<file path="config.mk">
export PLATFORM = sky130hd
export DESIGN_NAME = button_debounce_autorepeat_flat
export DESIGN_NICKNAME = d
export VERILOG_FILES = /design/src/hw/rtl/bdar_pkg.sv /design/src/hw/rtl/bdar_in_if.sv /design/src/hw/rtl/bdar_out_if.sv /design/src/hw/rtl/bdar_cfg_if.sv /design/src/hw/rtl/bdar_out_buf.sv /design/src/hw/rtl/button_debounce_autorepeat.sv /design/src/flat_wrapper.sv
export SDC_FILE = /design/constraint.sdc
export NUM_CORES = 1
export LEC_CHECK = 0
export BUFFER_PORTS_ARGS = -buffer_cell sky130_fd_sc_hd__buf_2
export CELL_PAD_IN_SITES_DETAIL_PLACEMENT = 0
export CELL_PAD_IN_SITES_GLOBAL_PLACEMENT = 1
export CORE_ASPECT_RATIO = 1.1
export CORE_MARGIN = 4
export CORE_UTILIZATION = 45
export DETAILED_ROUTE_END_ITERATION = 12
export PLACE_DENSITY_LB_ADDON = 0.1
export SETUP_SLACK_MARGIN = 0.05
export SYNTH_ARGS = -nofsm -noshare
export SYNTH_HDL_FRONTEND = slang
export SYNTH_SLANG_ARGS = --single-unit
</file>
<file path="constraint.sdc">
create_clock -name clk -period 9.7 [get_ports clk]
set_clock_uncertainty 0.15 [all_clocks]
set_input_delay 1.455 -clock clk [delete_from_list [all_inputs] [get_ports clk]]
set_output_delay 1.455 -clock clk [all_outputs]
set_load 0.02 [all_outputs]
</file>
<file path="src/hw/rtl/bdar_pkg.sv">
// Types and constants of the button debouncer with auto-repeat.
package bdar_pkg;

  localparam logic [1:0] KIND_RAISING = 2'd0;
  localparam logic [1:0] KIND_PRESSED = 2'd1;
  localparam logic [1:0] KIND_FALLING = 2'd2;

  typedef logic [2:0]  cfg_idx_t;
  typedef logic [15:0] cfg_data_t;

  localparam cfg_idx_t REG_INVERT      = 3'd0;
  localparam cfg_idx_t REG_DEBOUNCE    = 3'd1;
  localparam cfg_idx_t REG_SLOW_REPEAT = 3'd2;
  localparam cfg_idx_t REG_FAST_REPEAT = 3'd3;
  localparam cfg_idx_t REG_SLOW_LIMIT  = 3'd4;

  localparam cfg_data_t DEBOUNCE_RST    = 16'd50;
  localparam cfg_data_t SLOW_REPEAT_RST = 16'd250;
  localparam cfg_data_t FAST_REPEAT_RST = 16'd100;
  localparam cfg_data_t SLOW_LIMIT_RST  = 16'd5;

  localparam logic [15:0] TICKS_MAX = 16'hFFFF;

  typedef struct packed {
    logic [1:0]  event_kind;
    logic [15:0] repeat_count;
    logic [31:0] event_time;
    logic        level;
    logic        last;
  } evt_t;

  // Results of one sample handed to the output buffer together.
  typedef struct packed {
    logic [1:0] num;
    evt_t       first;
    evt_t       second;
  } push_t;

endpackage

</file>
<file path="src/hw/rtl/bdar_in_if.sv">
// Input channel: one raw button sample and its time stamp.
interface bdar_in_if;
  logic        valid;
  logic        ready;
  logic        raw_level;
  logic [31:0] now_ms;

  modport source (output valid, output raw_level, output now_ms, input ready);
  modport sink (input valid, input raw_level, input now_ms, output ready);
endinterface

</file>
<file path="src/hw/rtl/bdar_out_if.sv">
// Result channel: one button event.
interface bdar_out_if;
  logic        valid;
  logic        ready;
  logic [1:0]  event_kind;
  logic [15:0] repeat_count;
  logic [31:0] event_time;
  logic        level;
  logic        last;

  modport source (output valid, output event_kind, output repeat_count, output event_time,
                  output level, output last, input ready);
  modport sink (input valid, input event_kind, input repeat_count, input event_time,
                input level, input last, output ready);
endinterface

</file>
<file path="src/hw/rtl/bdar_cfg_if.sv">
// Configuration write channel: register index and write data.
interface bdar_cfg_if;
  logic                valid;
  logic                ready;
  bdar_pkg::cfg_idx_t  index;
  bdar_pkg::cfg_data_t data;

  modport source (output valid, output index, output data, input ready);
  modport sink (input valid, input index, input data, output ready);
endinterface

</file>
<file path="src/hw/rtl/bdar_out_buf.sv">
// Two-entry result buffer between the event logic and the result channel.
module bdar_out_buf (
  input  logic            clk,
  input  logic            rst_n,
  input  bdar_pkg::push_t push,
  input  logic            pop_ready,
  output logic            head_valid,
  output bdar_pkg::evt_t  head,
  output logic [1:0]      room
);
  import bdar_pkg::*;

  logic [1:0] cnt_r, cnt_nxt;
  evt_t       ent_r   [2];
  evt_t       ent_nxt [2];
  logic       pop;
  logic [1:0] base;

  assign head_valid = (cnt_r != 2'd0);
  assign head       = ent_r[0];
  assign pop        = head_valid && pop_ready;
  assign base       = cnt_r - {1'b0, pop};
  assign room       = 2'd2 - base;

  always_comb begin
    // advance the queue on a pop, then append behind what stays
    ent_nxt[0] = pop ? ent_r[1] : ent_r[0];
    ent_nxt[1] = ent_r[1];
    if (push.num != 2'd0) begin
      if (base == 2'd0) begin
        ent_nxt[0] = push.first;
        ent_nxt[1] = push.second;
      end else begin
        ent_nxt[1] = push.first;
      end
    end
    cnt_nxt = base + push.num;
  end

  always_ff @(posedge clk) begin
    if (!rst_n) begin
      cnt_r <= 2'd0;
    end else begin
      cnt_r <= cnt_nxt;
    end
  end

  always_ff @(posedge clk) begin
    ent_r[0] <= ent_nxt[0];
    ent_r[1] <= ent_nxt[1];
  end

endmodule

</file>
<file path="src/hw/rtl/button_debounce_autorepeat.sv">
// Button debouncer with auto-repeat. A sample is taken into an input register and
// handled there; its results (none, one or two events) are written into a two-entry
// output buffer once it has room for them, and they reach the result channel from
// that buffer. A new sample is taken every cycle while the
// buffer has room for the results of the one being handled, so samples with at most
// one event flow at one per cycle while the result channel is ready, and a sample with
// two events (a press: raising then pressed) waits until the buffer has room for both. The
// configuration port is always ready and takes writes to register 0 (invert),
// 1 (debounce_ms), 2 (slow_repeat_ms), 3 (fast_repeat_ms) and 4 (slow_repeat_limit);
// other indexes are ignored. Times are milliseconds modulo 2^32, compared strictly.
module button_debounce_autorepeat (
  input  logic       clk,
  input  logic       rst_n,
  bdar_in_if.sink    in_chan,
  bdar_out_if.source out_chan,
  bdar_cfg_if.sink   cfg_chan
);
  import bdar_pkg::*;

  // configuration
  logic        invert_r;
  logic [15:0] debounce_r, slow_rep_r, fast_rep_r, slow_lim_r;

  // input register
  logic        inv_valid_r;
  logic        raw_r;
  logic [31:0] now_r;

  // debouncer state
  logic        stable_r, prev_r;
  logic [31:0] settle_r, rep_start_r;
  logic [15:0] ticks_r;

  logic        reading, flip, rose, fell, rep;
  logic [31:0] settle_age, rep_age;
  logic [15:0] interval, ticks_inc;
  logic [1:0]  num;
  logic [1:0]  room;
  logic        commit;
  push_t       push;
  evt_t        head;
  logic        head_valid;

  assign cfg_chan.ready = 1'b1;

  always_ff @(posedge clk) begin
    if (!rst_n) begin
      invert_r   <= 1'b0;
      debounce_r <= DEBOUNCE_RST;
      slow_rep_r <= SLOW_REPEAT_RST;
      fast_rep_r <= FAST_REPEAT_RST;
      slow_lim_r <= SLOW_LIMIT_RST;
    end else if (cfg_chan.valid) begin
      case (cfg_chan.index)
        REG_INVERT:      invert_r   <= cfg_chan.data[0];
        REG_DEBOUNCE:    debounce_r <= cfg_chan.data;
        REG_SLOW_REPEAT: slow_rep_r <= cfg_chan.data;
        REG_FAST_REPEAT: fast_rep_r <= cfg_chan.data;
        REG_SLOW_LIMIT:  slow_lim_r <= cfg_chan.data;
        default: ;
      endcase
    end
  end

  // event logic on the registered sample
  always_comb begin
    reading    = raw_r ^ invert_r;
    settle_age = now_r - settle_r;
    // a change of reading restarts the timer, and the sample that changes it gives no flip
    flip       = (reading == prev_r) && (settle_age > {16'd0, debounce_r})
                 && (reading != stable_r);
    rose       = flip && reading;
    fell       = flip && !reading;
    interval   = (ticks_r < slow_lim_r) ? slow_rep_r : fast_rep_r;
    rep_age    = now_r - rep_start_r;
    rep        = !flip && stable_r && (rep_age > {16'd0, interval});
    ticks_inc  = (ticks_r == TICKS_MAX) ? ticks_r : ticks_r + 16'd1;

    if (rose) begin
      num = 2'd2;
    end else if (fell || rep) begin
      num = 2'd1;
    end else begin
      num = 2'd0;
    end

    if (rose) begin
      push.first = '{event_kind: KIND_RAISING, repeat_count: 16'd0, event_time: 32'd0,
                     level: 1'b1, last: 1'b0};
    end else if (fell) begin
      push.first = '{event_kind: KIND_FALLING, repeat_count: ticks_r, event_time: now_r,
                     level: 1'b0, last: 1'b1};
    end else begin
      push.first = '{event_kind: KIND_PRESSED, repeat_count: ticks_inc, event_time: now_r,
                     level: 1'b1, last: 1'b1};
    end
    push.second = '{event_kind: KIND_PRESSED, repeat_count: 16'd0, event_time: now_r,
                    level: 1'b1, last: 1'b1};

    commit   = inv_valid_r && (num <= room);
    push.num = commit ? num : 2'd0;
  end

  assign in_chan.ready = !inv_valid_r || commit;

  always_ff @(posedge clk) begin
    if (!rst_n) begin
      inv_valid_r <= 1'b0;
    end else if (in_chan.valid && in_chan.ready) begin
      inv_valid_r <= 1'b1;
    end else if (commit) begin
      inv_valid_r <= 1'b0;
    end
  end

  always_ff @(posedge clk) begin
    if (in_chan.valid && in_chan.ready) begin
      raw_r <= in_chan.raw_level;
      now_r <= in_chan.now_ms;
    end
  end

  always_ff @(posedge clk) begin
    if (!rst_n) begin
      stable_r    <= 1'b0;
      prev_r      <= 1'b0;
      settle_r    <= 32'd0;
      rep_start_r <= 32'd0;
      ticks_r     <= 16'd0;
    end else if (commit) begin
      prev_r <= reading;
      if (reading != prev_r) begin
        settle_r <= now_r;
      end
      if (flip) begin
        stable_r <= reading;
      end
      if (rose) begin
        rep_start_r <= now_r;
        ticks_r     <= 16'd0;
      end else if (rep) begin
        rep_start_r <= now_r;
        ticks_r     <= ticks_inc;
      end
    end
  end

  bdar_out_buf u_out_buf (
    .clk        (clk),
    .rst_n      (rst_n),
    .push       (push),
    .pop_ready  (out_chan.ready),
    .head_valid (head_valid),
    .head       (head),
    .room       (room)
  );

  assign out_chan.valid        = head_valid;
  assign out_chan.event_kind   = head.event_kind;
  assign out_chan.repeat_count = head.repeat_count;
  assign out_chan.event_time   = head.event_time;
  assign out_chan.level        = head.level;
  assign out_chan.last         = head.last;

endmodule

</file>
<file path="src/flat_wrapper.sv">
// flat-port wrapper written by rule: the top's interface ports become plain ports
module button_debounce_autorepeat_flat import bdar_pkg::*;
  (clk, rst_n, in_chan_valid, in_chan_raw_level, in_chan_now_ms, in_chan_ready, out_chan_valid, out_chan_event_kind, out_chan_repeat_count, out_chan_event_time, out_chan_level, out_chan_last, out_chan_ready, cfg_chan_valid, cfg_chan_index, cfg_chan_data, cfg_chan_ready);
  bdar_in_if in_chan_i ();
  bdar_out_if out_chan_i ();
  bdar_cfg_if cfg_chan_i ();
  input  logic clk;
  input  logic rst_n;
  input wire logic [$bits(in_chan_i.valid)-1:0] in_chan_valid;
  input wire logic [$bits(in_chan_i.raw_level)-1:0] in_chan_raw_level;
  input wire logic [$bits(in_chan_i.now_ms)-1:0] in_chan_now_ms;
  output wire logic [$bits(in_chan_i.ready)-1:0] in_chan_ready;
  output wire logic [$bits(out_chan_i.valid)-1:0] out_chan_valid;
  output wire logic [$bits(out_chan_i.event_kind)-1:0] out_chan_event_kind;
  output wire logic [$bits(out_chan_i.repeat_count)-1:0] out_chan_repeat_count;
  output wire logic [$bits(out_chan_i.event_time)-1:0] out_chan_event_time;
  output wire logic [$bits(out_chan_i.level)-1:0] out_chan_level;
  output wire logic [$bits(out_chan_i.last)-1:0] out_chan_last;
  input wire logic [$bits(out_chan_i.ready)-1:0] out_chan_ready;
  input wire logic [$bits(cfg_chan_i.valid)-1:0] cfg_chan_valid;
  input wire logic [$bits(cfg_chan_i.index)-1:0] cfg_chan_index;
  input wire logic [$bits(cfg_chan_i.data)-1:0] cfg_chan_data;
  output wire logic [$bits(cfg_chan_i.ready)-1:0] cfg_chan_ready;
  assign in_chan_i.valid = in_chan_valid;
  assign in_chan_i.raw_level = in_chan_raw_level;
  assign in_chan_i.now_ms = in_chan_now_ms;
  assign in_chan_ready = in_chan_i.ready;
  assign out_chan_valid = out_chan_i.valid;
  assign out_chan_event_kind = out_chan_i.event_kind;
  assign out_chan_repeat_count = out_chan_i.repeat_count;
  assign out_chan_event_time = out_chan_i.event_time;
  assign out_chan_level = out_chan_i.level;
  assign out_chan_last = out_chan_i.last;
  assign out_chan_i.ready = out_chan_ready;
  assign cfg_chan_i.valid = cfg_chan_valid;
  assign cfg_chan_i.index = cfg_chan_index;
  assign cfg_chan_i.data = cfg_chan_data;
  assign cfg_chan_ready = cfg_chan_i.ready;
  button_debounce_autorepeat u_core (.clk(clk), .rst_n(rst_n), .in_chan(in_chan_i), .out_chan(out_chan_i), .cfg_chan(cfg_chan_i));
endmodule
</file>
-- After elaboration in Yosys (flattened, before gate mapping)
Memories as Yosys holds them, arrays and structs flattened.
Cells that the tools add are included.
- order comparisons: 4
- equal/unequal tests: 8
- add/subtract/negate cells: 6
- multiplexer cells: 17
- reductions and logical operators: 28
- bitwise operators: 1
- operators by type and width (cell ; number):
    52-bit two-way mux ; 5
    104-bit two-way mux ; 1
    32-bit by 16-bit > comparator with 1-bit output ; 2
    16-bit two-way mux ; 4
    32-bit two-way mux ; 2
    32-bit subtractor ; 2
    16-bit by 1-bit adder with 16-bit output (second input constant) ; 1
    16-bit equality test (second input constant) ; 1
    16-bit less-than comparator ; 1
    2-bit AND reduction ; 8
    1-bit logical AND ; 9
    2-bit nonzero test ; 4
    3-bit by 2-bit equality test with 1-bit output (second input constant) ; 2
    2-bit two-way mux ; 2
    3-bit by 1-bit equality test with 1-bit output (second input constant) ; 1
    3-bit equality test (second input constant) ; 1
    1-bit zero test ; 3
    3-bit zero test ; 1
    1-bit two-way mux ; 3
    2-bit adder ; 1
    2-bit <= comparator ; 1
    2-bit zero test ; 1
    1-bit logical OR ; 2
    1-bit != test ; 2
    4 further kinds ; 4
- memory bits (writable): 104
- word-level logic and storage cells: 79
- input bits: 57
- memories kept: 1
- register bits: 183
- memories (name ; depth ; width ; read ports ; clocked after memory_dff ; write ports ; line ; text):
    u_core.u_out_buf.ent_r ; 2 ; 52 ; 2 ; 0 ; 2 ; bdar_out_buf.sv:14 ; evt_t ent_r [2];

-- Logic depth before layout (Yosys ltp)
Gate-level depths: netlist of run 1.
- word-level depth: 15
- depth in mapped cells: 35
- depth with buffers taken out: 31

-- By module
Synthesis of run 1 repeated with hierarchy kept, for this count alone.
- cell total of the unflattened synthesis: 2099
- area, all modules: 17799.6 um^2
- modules (own cells, without submodules) (module ; instances ; cells an instance ; area each (um^2)):
    button_debounce_autorepeat ; 1 ; 1631 ; 12562.0
    bdar_out_buf ; 1 ; 468 ; 5237.5

-- Worst setup path after synthesis of run 1
No wires, ideal clock.
- kind: reg2reg
- from: register, netlist name u_core.ticks_r[1]
- to: memory u_core.u_out_buf.ent_r[0][100] (netlist bit) (enable)
- period minus slack after synthesis: 8.732 ns
- arrival time: 8.103 ns
- setup slack: 0.968 ns
- path buffers: 1
- cell stages (with the launch flop): 29
- required time: 9.071 ns
- cells stage by stage: dfxtp_1 > ha_1 > a21o_1 > a21o_1 > a21o_1 > a21oi_1 > nor2b_1 > o21ai_0 > nand2b_1 > a21oi_1 > o31ai_1 > a21oi_1 > clkbuf_1 > mux2i_1 > ha_1 > a21o_1 > a21oi_1 > o221ai_1 > a22o_1 > nor4_1 > o2111a_1 > o2111ai_1 > o31ai_4 > o21a_1 > ha_1 > nor2b_1 > o21ai_0 > nand2_1 > a21oi_1
- RTL lines (what ; line):
    to (decl) ; bdar_out_buf.sv:14

-- Worst setup path in the final report of run 1
- from: register u_core.ticks_r[1]
- to: output in_chan_ready
- longest elaborated chain between the ends: 10
- ends and longest elaborated chain (what ; line ; text):
    from (decl) ; button_debounce_autorepeat.sv:32 ; logic [15:0] ticks_r;
    from (signal assigned) ; button_debounce_autorepeat.sv:143 ; ticks_r <= ticks_inc;
    16-bit less-than comparator ; button_debounce_autorepeat.sv:74 ; interval = (ticks_r < slow_lim_r) ? slow_rep_r : fast_rep_r;
    16-bit two-way mux ; button_debounce_autorepeat.sv:74 ;
    32-bit by 16-bit > comparator with 1-bit output ; button_debounce_autorepeat.sv:76 ; rep = !flip && stable_r && (rep_age > {16'd0, interval});
    1-bit logical AND ; button_debounce_autorepeat.sv:76 ;
    1-bit logical OR ; button_debounce_autorepeat.sv:81 ; end else if (fell || rep) begin
    1-bit two-way mux ; button_debounce_autorepeat.sv:81 ;
    2-bit two-way mux ; button_debounce_autorepeat.sv:79 ; if (rose) begin
    2-bit <= comparator ; button_debounce_autorepeat.sv:100 ; commit = inv_valid_r && (num <= room);
    1-bit logical AND ; button_debounce_autorepeat.sv:100 ;
    1-bit logical OR ; button_debounce_autorepeat.sv:104 ; assign in_chan.ready = !inv_valid_r || commit;
    to (decl) ; flat_wrapper.sv:12 ; output wire logic [$bits(in_chan_i.ready)-1:0] in_chan_ready;
No other way between the ends.

==> impl_metrics.csv, run 1 <==
group,metric,value,unit
route,wl_met1,23600,µm
logic_synthesis,yosys_most_used_dff,"dfxtp_1",
finish,fillCellCount,3617,
status,status,"finished with violations",
clocking,cts.clk_slew.worst_paths,0.06,ns
floorplanning,die_x,194,µm
global_routing,grt_pass1_vias,13664,
clocking,root_buffer,"clkbuf_16",
sta,max_freq,114,MHz
sta,min_period_over_period,90.7,%
worst_hold_path,min_path_type,"reg2reg",
finish,nets,2210,
logic_synthesis,yosysTopAreaCellShare,23.6,%
setup_path,rr_worst_depth,31,
route,wl_per_cell,19.2,µm
place,routabilityCongestion,0.898,
sta,hold_violations,0,
logic_synthesis,synth_area_leader_cell,"dfxtp_1",
sta,rsz0062_at_grt,"no",
clocking,cts_tree,"done",
logic_synthesis,synth-seq-area-share,38.4,%
sta,tns,0,ns
setup_path,cp_max_fo,16,
logic_synthesis,async_reset_ff_share,0,%
logic_synthesis,synth.distinct_cells,85,
route,wl,49000,µm
clocking,holdBufCountCts,0,
power_and_ir_drop,powerDensity,249,nW/µm²
global_routing,grt.total_usage,23.1,%
job,maxCapViolCount,1,
setup_path,reg2reg_slack,1.32,ns
logic_synthesis,synth_edf_count,85,
setup_path,worst_setup_path_end_kind,"output pin",
floorplanning,coreArea,37400,µm²
logic_synthesis,synth_warnings,0,
global_routing,grt_max_degree,89,
logic_synthesis,yosysMostFrequentCell,"nand2_1",
finish,syn2layout_area_growth,8.67,%
route,drtIter0Drc,885,
floorplanning,die_area,41300,µm²
clocking,clock_latency,0.58,ns
power_and_ir_drop,power_leakage,7.03,nW
setup_path,cp-startpoint,"u_core.ticks_r[1]",
floorplanning,row_count,74,
logic_synthesis,syn_area_per_cell,8.48,µm²
setup_path,critPathLaunchType,"flip-flop",
route,wl_met3,2250,µm
setup_path,worstReg2RegStart,"u_core.ticks_r[1]",
global_routing,antenna_found_initial,0,
route,firstDrtPassIters,7,
sta,setup_viol,0,
status,violations,"capacitance limit",
logic_synthesis,syn_nets,2198,
setup_path,rr_endpoint,"u_core.u_out_buf.ent_r[0][30]",
power_and_ir_drop,ir_drop,0.156,mV
clocking,post_cts_buffers,0,
global_routing,grt_pass1_wl,77300,µm
route,highest_layer,"met4",
logic_synthesis,yosys-top-cells-area,"dfxtp_1 24%, edfxtp_1 15%, ha_1 8.3%",
setup_path,path_class,"reg2out",
route,drc_errors,0,
setup_path,crit_path_top_delay_cell,"a21oi_2",
setup_path,cp_data_required_time,8.10,ns
route,drtAntennaViolNets,0,
clocking,htree_num_levels,1,
setup_path,cp_num_buf_inv,2,
global_routing,gr-total-overflow,0,
setup_path,crit_end,"in_chan_ready",
route,dr_total_vias,14320,
setup_path,cp.arrival,7.19,ns
sta,setup_ws,0.903,ns
logic_synthesis,synth_seq_cells,287,
clocking,cts_buffer_depth,3,
route,via_per_inst,5.60,
floorplanning,ios,112,
setup_path,crit_cells,28,
sta,relSlewSlack,0.795,%
sta,min_period,8.80,ns
clocking,cts_buffers,31,
floorplanning,start_util,45.9,%
finish,drive_gt1_share,9.60,%
finish,antenna_cells,0,
place,port_buffers,110,
logic_synthesis,yosys-top-cells-count,"324 x nand2_1, 202 x dfxtp_1, 126 x inv_1",
place,dpl.hpwl,36100,µm
setup_path,max_stage_delay,0.98,ns
clocking,clock-sinks,287,
route,wl_met2,21700,µm
sta,slew_viol_final,0,
clocking,cts_resized,0,
setup_path,path_delay_family,"compound AO/OA/AOI/OAI gates",
finish,final-seq-area,6600,µm²
place,dp_slack,1.37,ns
logic_synthesis,syn_inst,2025,
finish,multiInputGateArea,9310,µm²
floorplanning,die-height,213,µm
sta,max_slew.worst_pin.slew,1.45,ns
logic_synthesis,syn_area,17200,µm²
==> layout make-up <==
cell class	count	area share, %
Timing Repair Buffer	122	3.51
Inverter	127	2.56
Multi-Input combinational cell	1468	49.9
Sequential cell	287	35.4
Clock buffer	39	4.54
Clock inverter	19	0.825
Tap cell	494	3.31
==> worst min-delay path by stage <==
stage | startpoint | endpoint | slack (ns) | cells after the start
floorplan | u_core.rep_start_r[19] | u_core.rep_start_r[19] | 0.29 | 2
global placement | u_core.rep_start_r[19] | u_core.rep_start_r[19] | 0.30 | 2
detailed placement | u_core.rep_start_r[19] | u_core.rep_start_r[19] | 0.30 | 2
CTS | u_core.rep_start_r[19] | u_core.rep_start_r[19] | 0.31 | 2
global route | u_core.rep_start_r[19] | u_core.rep_start_r[19] | 0.33 | 2
finish | u_core.rep_start_r[19] | u_core.rep_start_r[19] | 0.31 | 2
==> kinds of logic (layout without fill, tap and decap cells) <==
kind of cell / count (synthesis) / in the layout / synth area share [%]
simple gates: 721 / 721 / 19.7
compound gates: 516 / 516 / 19.4
flops: 287 / 287 / 38.4
buf+inv: 270 / 307 / 7.54
fa+ha+maj: 116 / 116 / 8.54
mux: 68 / 68 / 4.00
xor+xnor: 46 / 46 / 2.35
other cells: 1 / 1 / 0.0218
==> cell usage in the layout (no fill, tap or decap), drive strengths merged, types with 8 or more instances in the layout <==
cell    instances
a21boi         92
and4           12
nand3         108
a21o           28
nand2b         17
a211oi         23
nand2         325
xor2           18
and3           16
o21bai         13
nor4           11
o21a           15
a21oi         123
ha            114
buf           122
inv           130
mux2i          63
nor3           27
o21ai         138
xnor2          28
o211ai         18
nand4          29
clkinv         14
edfxtp         85
clkbuf         39
nor2           95
or3             8
and2           19
nor2b          40
dfxtp         202
==> report_power, final <==
part	switching (mW)	internal [mW]	total [mW]	leakage (nW)
Sequential	0.149	1.45	1.60	2.45
Combinational	1.20	0.671	1.87	4.08
Clock	0.497	0.671	1.17	0.498
==> sequential cells by signal (all words and copies together) (netlist names), 2 cells and up <==
name / flops
u_core.now_r: 32
u_core.rep_start_r: 32
u_core.u_out_buf.cnt_r: 2
u_core.slow_lim_r: 16
u_core.ticks_r: 16
u_core.settle_r: 32
u_core.slow_rep_r: 16
u_core.fast_rep_r: 16
u_core.debounce_r: 16
u_core.u_out_buf.ent_r: 104
==> through the flow <==
step                      area (µm²)  hold WS [ns]  util, %  total power [mW]  instances
after floorplan                17200         0.287        -              3.05       2025
after global placement         17700         0.296     47.2              3.47       2498
after detailed placement       17700         0.301     47.2              3.48       2498
after CTS                      18700         0.310     49.9              4.67       2556
after global routing           18700         0.330     49.9              4.95       2556
final                          18700         0.308     49.9              4.64       2556
==> worst reg2reg max path, delay by kind of cell, from the launching register on <==
| kind | cells | cell delay [ns] |
|---|---|---|
| compound gates | 16 | 4.68 |
| simple gates | 10 | 1.55 |
| fa+ha+maj | 3 | 0.83 |
| flops | 1 | 0.42 |
| mux | 1 | 0.36 |
| buf+inv | 1 | 0.32 |
==> routing by layer <==
metal	vias up	GRT usage, %
met5	-	0
met4	0	7.20
met3	79	2.18
met2	351	37.1
met1	6759	33.3
li1	7131	-
Power figures use the tool's default switching activity.
==> run 2, diff against run 1 <==
--- a/config.mk
+++ b/config.mk
@@ -16,4 +16,5 @@
 export SETUP_SLACK_MARGIN = 0.05
 export SYNTH_ARGS = -nofsm -noshare
 export SYNTH_HDL_FRONTEND = slang
+export SYNTH_HIERARCHICAL = 1
 export SYNTH_SLANG_ARGS = --single-unit
==> impl_metrics.csv, run 2 <==
group,metric,value,unit
status,status,"finished, final reports clean",
sta,setup_ws,1.04,ns
setup_path,reg2reg_slack,1.64,ns
route,wl,50200,µm
logic_synthesis,synth.distinct_cells,83,
route,via_per_inst,5.52,
logic_synthesis,yosys_most_used_dff,"dfxtp_1",
sta,tns,0,ns
logic_synthesis,yosysMostFrequentCell,"nand2_1",
sta,setup_viol,0,
finish,fillCellCount,3780,
finish,post-route-util,49.8,%
route,highest_layer,"met4",
clocking,cts_buffer_depth,3,
place,dp_slack,1.23,ns
logic_synthesis,yosys-top-cells-count,"454 x nand2_1, 202 x dfxtp_1, 181 x a21oi_1",
power_and_ir_drop,ir_drop,0.194,mV
logic_synthesis,yosys-top-cells-area,"dfxtp_1 23%, edfxtp_1 14%, nand2_1 9.6%",
finish,final-seq-area,6600,µm²
place,numPlacedInstances,2599,
clocking,clock-sinks,287,
global_routing,grt_pass1_vias,14208,
floorplanning,die_x,198,µm
setup_path,cp_data_required_time,8.10,ns
setup_path,worstReg2RegStart,"u_core/slow_lim_r[1]",
setup_path,rr_worst_depth,33,
floorplanning,coreArea,39100,µm²
logic_synthesis,syn_area_per_cell,8.48,µm²
clocking,cts.clk_slew.worst_paths,0.06,ns
setup_path,worst_setup_path_end_kind,"output pin",
setup_path,crit_path_top_delay_cell,"a21oi_4",
worst_hold_path,holdPathStages,2,
global_routing,gr-total-overflow,0,
route,wl_per_cell,18.9,µm
place,dpl.hpwl,36900,µm
logic_synthesis,synth_warnings,6,
sta,rsz0062_at_grt,"no",
route,firstDrtPassIters,5,
logic_synthesis,syn_area,17800,µm²
logic_synthesis,synth_seq_cells,287,
clocking,clock_latency,0.55,ns
route,wl_met1,23900,µm
clocking,cts_tree,"done",
power_and_ir_drop,power_leakage,7.39,nW
setup_path,path_delay_family,"compound AO/OA/AOI/OAI gates",
place,port_buffers,110,
place,routabilityCongestion,0.899,
logic_synthesis,synth_area_leader_cell,"dfxtp_1",
floorplanning,start_util,45.5,%
floorplanning,ios,112,
clocking,htree_num_levels,2,
global_routing,grt.total_usage,23.1,%
route,drc_errors,0,
power_and_ir_drop,total_power,5.24,mW
finish,nets,2302,
clocking,holdBufCountCts,0,
worst_hold_path,hold_path_end,"u_core/settle_r[9]",
sta,fin_hold_ws,0.302,ns
floorplanning,die_area,42800,µm²
place,place_area,18400,µm²
global_routing,grt_max_degree,85,
setup_path,rr_endpoint,"u_core/u_out_buf/ent_r[0][76]",
finish,layout_commonest_cell,"nand2_1",
route,dr_total_vias,14697,
job,maxCapViolCount,0,
worst_hold_path,hp-start,"u_core/settle_r[9]",
global_routing,grt_pass1_wl,79700,µm
logic_synthesis,synth_edf_count,85,
route,wl_met3,2290,µm
sta,max_freq,115,MHz
global_routing,antenna_found_initial,0,
setup_path,cp.arrival,7.05,ns
logic_synthesis,syn_inst,2099,
clocking,post_cts_buffers,0,
logic_synthesis,yosysTopAreaCellShare,22.7,%
sta,slew_viol_final,0,
setup_path,cp-startpoint,"u_core/slow_lim_r[1]",
finish,layout_common_cells,"454 x nand2_1, 202 x dfxtp_1, 179 x a21oi_1",
finish,largest_reg_flops,104,
setup_path,cp_num_buf_inv,3,
finish,fin_cells,2661,
floorplanning,die-height,217,µm
sta,relSlewSlack,21.3,%
power_and_ir_drop,powerDensity,269,nW/µm²
finish,antenna_cells,0,
finish,syn2layout_area_growth,9.31,%
sta,hold_violations,0,
setup_path,cp_max_fo,16,
setup_path,critPathLaunchType,"flip-flop",
clocking,cts_resized,0,
clocking,root_buffer,"clkbuf_16",
setup_path,crit_top_cell,"a21oi_1",
sta,min_period,8.66,ns
worst_hold_path,min_path_type,"reg2reg",
finish,top_register,"u_core/u_out_buf/ent_r",
route,drtIter0Drc,912,
finish,multiInputGateArea,9920,µm²
finish,drive_gt1_share,14.3,%
logic_synthesis,async_reset_ff_share,0,%
sta,min_period_over_period,89.3,%
sta,max_slew.worst_pin.slew,1.18,ns
route,drtAntennaViolNets,0,
clocking,cts_buffers,35,
logic_synthesis,synth-seq-area-share,37.1,%
setup_path,path_class,"reg2out",
setup_path,max_stage_delay,0.61,ns
route,wl_met2,22600,µm
floorplanning,row_count,76,
finish,fin_area,19500,µm²
[run 2: kinds of logic (layout without fill, tap and decap cells)]
kind of cell    Yosys count  in the layout  share of synthesized area, %
compound gates          464            464                          18.2
mux                     108            108                          6.46
xor+xnor                 50             50                          2.46
simple gates            786            786                          19.8
fa+ha+maj               116            116                          8.24
other cells               2             21                        0.0422
buf+inv                 286            322                          7.82
flops                   287            287                          37.1
[run 2: power by group]
part	total (mW)	internal, mW	switching, mW	leakage [nW]
clock network	1.25	0.740	0.505	0.520
registers	1.66	1.50	0.169	2.44
logic	2.33	0.902	1.43	4.42
[run 2: worst reg2reg max path: cells and delay by family, from the launching register on]
kind            cells  cell delay (ns)
compound gates     13             3.23
simple gates       11             2.02
buf+inv             5             0.96
fa+ha+maj           3             0.79
flops               1             0.32
mux                 1             0.21
[run 2: per-layer routing]
layer | global-route usage (%) | up-vias
li1 | - | 7340
met1 | 32.9 | 6936
met2 | 36.4 | 342
met3 | 3.68 | 79
met4 | 6.70 | 0
met5 | 0 | -
[run 2: layout make-up]
cell class,count,area share [%]
clock buffer,54,5.19
clock inverter,8,0.309
inverter,125,2.41
multi-input combinational,1545,51.0
sequential,287,33.9
tap,507,3.26
timing repair buffer,135,3.92
[run 2: how the worst max path moves through the flow]
stage / to / depth (start not counted)
floorplan: u_core/u_out_buf/ent_r[0][100] / 34
global placement: in_chan_ready / 29
detailed placement: in_chan_ready / 29
CTS: in_chan_ready / 29
global route: in_chan_ready / 28
finish: in_chan_ready / 29
